$ cat config.mk
export PLATFORM = sky130hd
export DESIGN_NAME = rlgr3_ram
export DESIGN_NICKNAME = d
export VERILOG_FILES = /design/src/rlgr3_ram.sv
export SDC_FILE = /design/constraint.sdc
export NUM_CORES = 2
export LEC_CHECK = 0
export ABC_AREA = 1
export BUFFER_PORTS_ARGS = -buffer_cell sky130_fd_sc_hd__clkbuf_2
export CELL_PAD_IN_SITES_DETAIL_PLACEMENT = 1
export CELL_PAD_IN_SITES_GLOBAL_PLACEMENT = 1
export CORE_MARGIN = 2
export CORE_UTILIZATION = 45
export DETAILED_ROUTE_END_ITERATION = 10
export PLACE_DENSITY_LB_ADDON = 0.1
export SETUP_SLACK_MARGIN = 0.2
export SYNTH_ARGS = -nofsm -noshare
export SYNTH_HDL_FRONTEND = slang
export SYNTH_SLANG_ARGS = --single-unit
$ cat constraint.sdc
create_clock -name clk -period 2.1 [get_ports clk]
set_clock_uncertainty 0.15 [all_clocks]
set_input_delay 0.42 -clock clk [delete_from_list [all_inputs] [get_ports clk]]
set_output_delay 0.42 -clock clk [all_outputs]
set_load 0.02 [all_outputs]
$ cat src/rlgr3_ram.sv
// Generic single-write, single-read RAM with registered read data.
// No dependencies.
`default_nettype none
module rlgr3_ram #(
  parameter int WIDTH = 8,
  parameter int DEPTH = 256
) (
  input  wire logic                     clk,
  input  wire logic                     we,
  input  wire logic [$clog2(DEPTH)-1:0] waddr,
  input  wire logic [WIDTH-1:0]         wdata,
  input  wire logic [$clog2(DEPTH)-1:0] raddr,
  output logic      [WIDTH-1:0]         rdata
);

  logic [WIDTH-1:0] mem [DEPTH];

  always_ff @(posedge clk) begin
    if (we) mem[waddr] <= wdata;
    rdata <= mem[raddr];
  end

endmodule
`default_nettype wire
* Word-level counts from Yosys, hierarchy flattened *
Memories as Yosys holds them, arrays and structs flattened. A register that Yosys moved wholly into a read port is not among the register bits.
Cells that the tools add are included.

word-level totals
  register bits = 0
  bits in latches = 0
  memory bits (writable) = 2,048
  memory bits (read-only) = 0
  input port bits = 26
  output and inout bits = 8
  logic and storage cells = 3
  memories = 1

operators by class
  add/sub/neg operators = 0
  multipliers = 0
  div/mod/pow operators = 0
  order comparisons = 0
  eq/ne operators = 0
  shifts and indexed selects = 0
  multiplexer cells = 2
  bitwise operators = 0
  reduce and logical (&&, ||, !) cells = 0

memory list
  name  words  bits a word  rd ports  clocked after memory_dff  write ports  RTL line  source
  mem   256    8            1         1                         1            16        logic [WIDTH-1:0] mem [DEPTH];

operator list
  operator  count
  $mux W1   2

* Depth between registers and ports, before layout *
  word-level depth = 2
  mapped depth = 15
  mapped depth without buffers = 11

* Worst setup path before layout *
No wires, ideal clock.

  path type = input-to-reg
  from = input port we
  to = memory mem[162][0], enable pin
  library setup time = 0.370 ns
  data arrival time = 1.541 ns
  required time = 1.580 ns
  setup slack = 0.039 ns
  stages on the path = 4
  buffers on the path = 2
  cells stage by stage = clkbuf_1 > nand3_1 > clkbuf_1 > nor2_1

on the way
  longest elaborated chain between the ends = 2

ends and longest elaborated chain
  what                           RTL line  source
  start: declaration             9         input wire logic we,
  $mux W1                        19        if (we) mem[waddr] <= wdata;
  $mux W1 (not written as such)  19
  end: declaration               16

No other way between the ends.

* Worst setup path after layout *
  from = register rdata[4] (read register of mem)
  to = output port rdata[4]

RTL lines
  what                RTL line  source
  start: declaration  13        output logic [WIDTH-1:0] rdata

No word-level cell between the ends.

==> results.toml <==
[outcome]
outcome = "finished, final reports clean"

[worst_setup_path]
worstPathRequired_ns = 1.53
critPathMaxFanout = 1
worst_setup_path_end_kind = "primary output"
critPathMaxStageDelay_ns = 0.46
path_delay_family = "flip-flops"
path_class = "flop to primary output"
reg2reg_from = "mem[45][7]$_DFFE_PP_"
slowest_stage = "dfxtp_4"
crit_cells = 1
crit_path_start = "rdata[4]$_DFF_P_"
start_kind = "flop"
reg2reg_depth = 10
critPathArrivalTime_ns = 1.48
path_cells = "buf_8"
cp.buffers_inverters = 1

[final_layout]
final_util_pct = 54.3
drive_above_1_share_pct = 15.5
nets = 7543
seq_area_mm2 = 0.0617
multi_input_area_mm2 = 0.0198
fillCellCount = 18600
instances_no_fill = 10200
area_growth_pct = 20.3

[global_route]
grt_usage_pct = 28.7
grt_pass1_vias = 59600
grt_max_degree = 73
antenna_found_initial = 8
grt-ovfl-total = 0
grt_pass1_wl_um = 398000

[floorplanning]
num_rows = 158
die_width_um = 434
design.core.area_mm2 = 0.185
initial_core_util_pct = 45.1
boundaryPins = 34
die_area_mm2 = 0.189
die_h_um = 434

[min_path]
whs_path_depth = 6
min_from = "raddr[6]"
hp-class = "input port to flop"

[timing]
tightest_slew_ns = 0.560
final-max-slew-violation-count = 0
finalHoldViolCount = 0
period_share_pct = 97.5
max_slew_margin_pct = 62.7
setup_viol = 0
rsz0062_at_grt = "yes"
timing.fmax_mhz = 489
post-route-min-period_ns = 2.05

[synthesis]
synth_cells = 7003
synth_ff_type = "edfxtp_1"
async_flop_share_pct = 0
synth_simple_gate_area_share_pct = 22.9
synth_nets = 7029
yosysWarnings = 0
synth_compound_area_share_pct = 0
synth_top_family_by_area = "simple AND/OR/NAND/NOR gates"
synth_top_area_share_pct = 73.7
yosysSeqAreaShare_pct = 73.9
ys_seq_elements = 2056
synth_area_leader_cell = "edfxtp_1"
synth_area_leaders = "edfxtp_1 (74%), nand3_1 (12%), nand2_1 (9.6%)"
synth_xor_area_share_pct = 0
avgSynthCellArea_um2 = 11.9
synth.distinct_cells = 14
synth_common_cells = "nand2_1 (2123), edfxtp_1 (2048), nand3_1 (2019)"
synth_area_mm2 = 0.0834
synthMuxAreaShare_pct = 0
synth_edf_count = 2048
synth.most_common_cell = "nand2_1"
synth_fa_ha_area_share_pct = 0

[clock_tree]
cts_tree = "yes"
clk_path_buf_depth = 3
clk_pin_slew_ns = 0.06
clock-sinks = 2056
h-tree-depth = 4
numCtsBuffers = 216
clock-root-buffer = "clkbuf_16"
worstSkewPairLatency_ns = 0.87

[drt]
wl_per_cell_um = 26.8
ant_nets = 0
avgViaCountPerCell = 5.70
drc = 0
vias = 58000
wl_um = 272000
dr.pass1.iters = 5
first_iter_violations = 5666

[pwr]
power_density_mw_per_mm2 = 888
leakagePower_nw = 36.1
max-vdd-ir-drop_mv = 0.852

[place]
io_buffers = 33
dp_cells = 9749
hpwl_um = 174000
finalWeightedCongestion = 0.880

[run]
maxCapViolCount = 0
## power by group
part           internal, mW  switching (mW)
clock network          21.0            16.1
registers              45.2           0.107
logic                  2.06            4.51
## sequential cells by signal, summed over array words and instances, names as in the netlist
name	cells
mem	2048
rdata	8
## routing by layer
layer	vias up	track usage, %	wire length (µm)
met5	-	0	0
met4	0	10.1	8930
met3	372	4.00	17200
met2	1874	46.9	132000
met1	29900	39.5	115000
li1	25900	-	-
## kinds of logic after synthesis
logic type | Yosys count
buf+inv | 522
flops | 2056
simple gates | 4425
## stage by stage
| step | worst slack (ns) | hold slack [ns] | instance area [µm²] | setup TNS (ns) | total power [mW] |
|---|---|---|---|---|---|
| after global placement | -0.933 | 0.691 | 92500 | -28.41 | 52.3 |
| after detailed placement | -0.949 | 0.698 | 92500 | -46.82 | 52.4 |
| final | 0.0533 | 0.121 | 100000 | 0 | 89.1 |
| after global routing | 0.0343 | 0.0957 | 100000 | 0 | 91.5 |
| after CTS | -0.0562 | 0.0303 | 99700 | -0.155 | 89.4 |
| after floorplan | 0.172 | 0.369 | 83700 | 0 | 49.0 |
## final cells by class
type	instances	share of cell area, %
multi-input combinational	4425	19.8
timing repair buffer	779	8.73
antenna	1	0.00249
sequential	2056	61.5
clock inverter	119	1.06
inverter	39	0.182
tap	2480	3.09
clock buffer	278	5.70
## placed cells by master (no fill, tap or decap), types with 5 or more instances in the layout
master         Yosys  final
nand3_1         2019   1950
clkbuf_1         112     58
nand2_4            0      5
dfxtp_4            0      8
buf_8              1     19
nand3_2            0     67
buf_12             0    186
inv_1             36     34
clkinv_1           0     57
nand2_1         2123   2099
bufinv_16          0     15
nor2_2             0      5
clkinv_8           0      5
edfxtp_1        2048   2048
dlygate4sd3_1      0      9
buf_4             46    523
nor2_1           283    248
nand2_2            0     19
clkbuf_16          0    228
buf_16             0     13
nor2_4             0     30
buf_6             16      7
clkbuf_2           0     12
clkinv_2           0     29
## what timing repair did
action                                  4_1_cts  5_1_grt
buffers inserted                              0       11
endpoints found under the setup margin       16       16
gates cloned                                  2        8
hold endpoints to repair                    417        0
resized for setup                            64       83
hold buffers                                  9        0
pin swaps                                     0        7
## final timing paths
path | end | slack [ns]
worst min-delay path | rdata[7]$_DFF_P_ | 0.12
worst min register to register | rdata[7]$_DFF_P_ | 0.91
worst max register to register | rdata[7]$_DFF_P_ | 0.24
worst max-delay path | rdata[4] | 0.05
(Power assumes the default switching activity.)
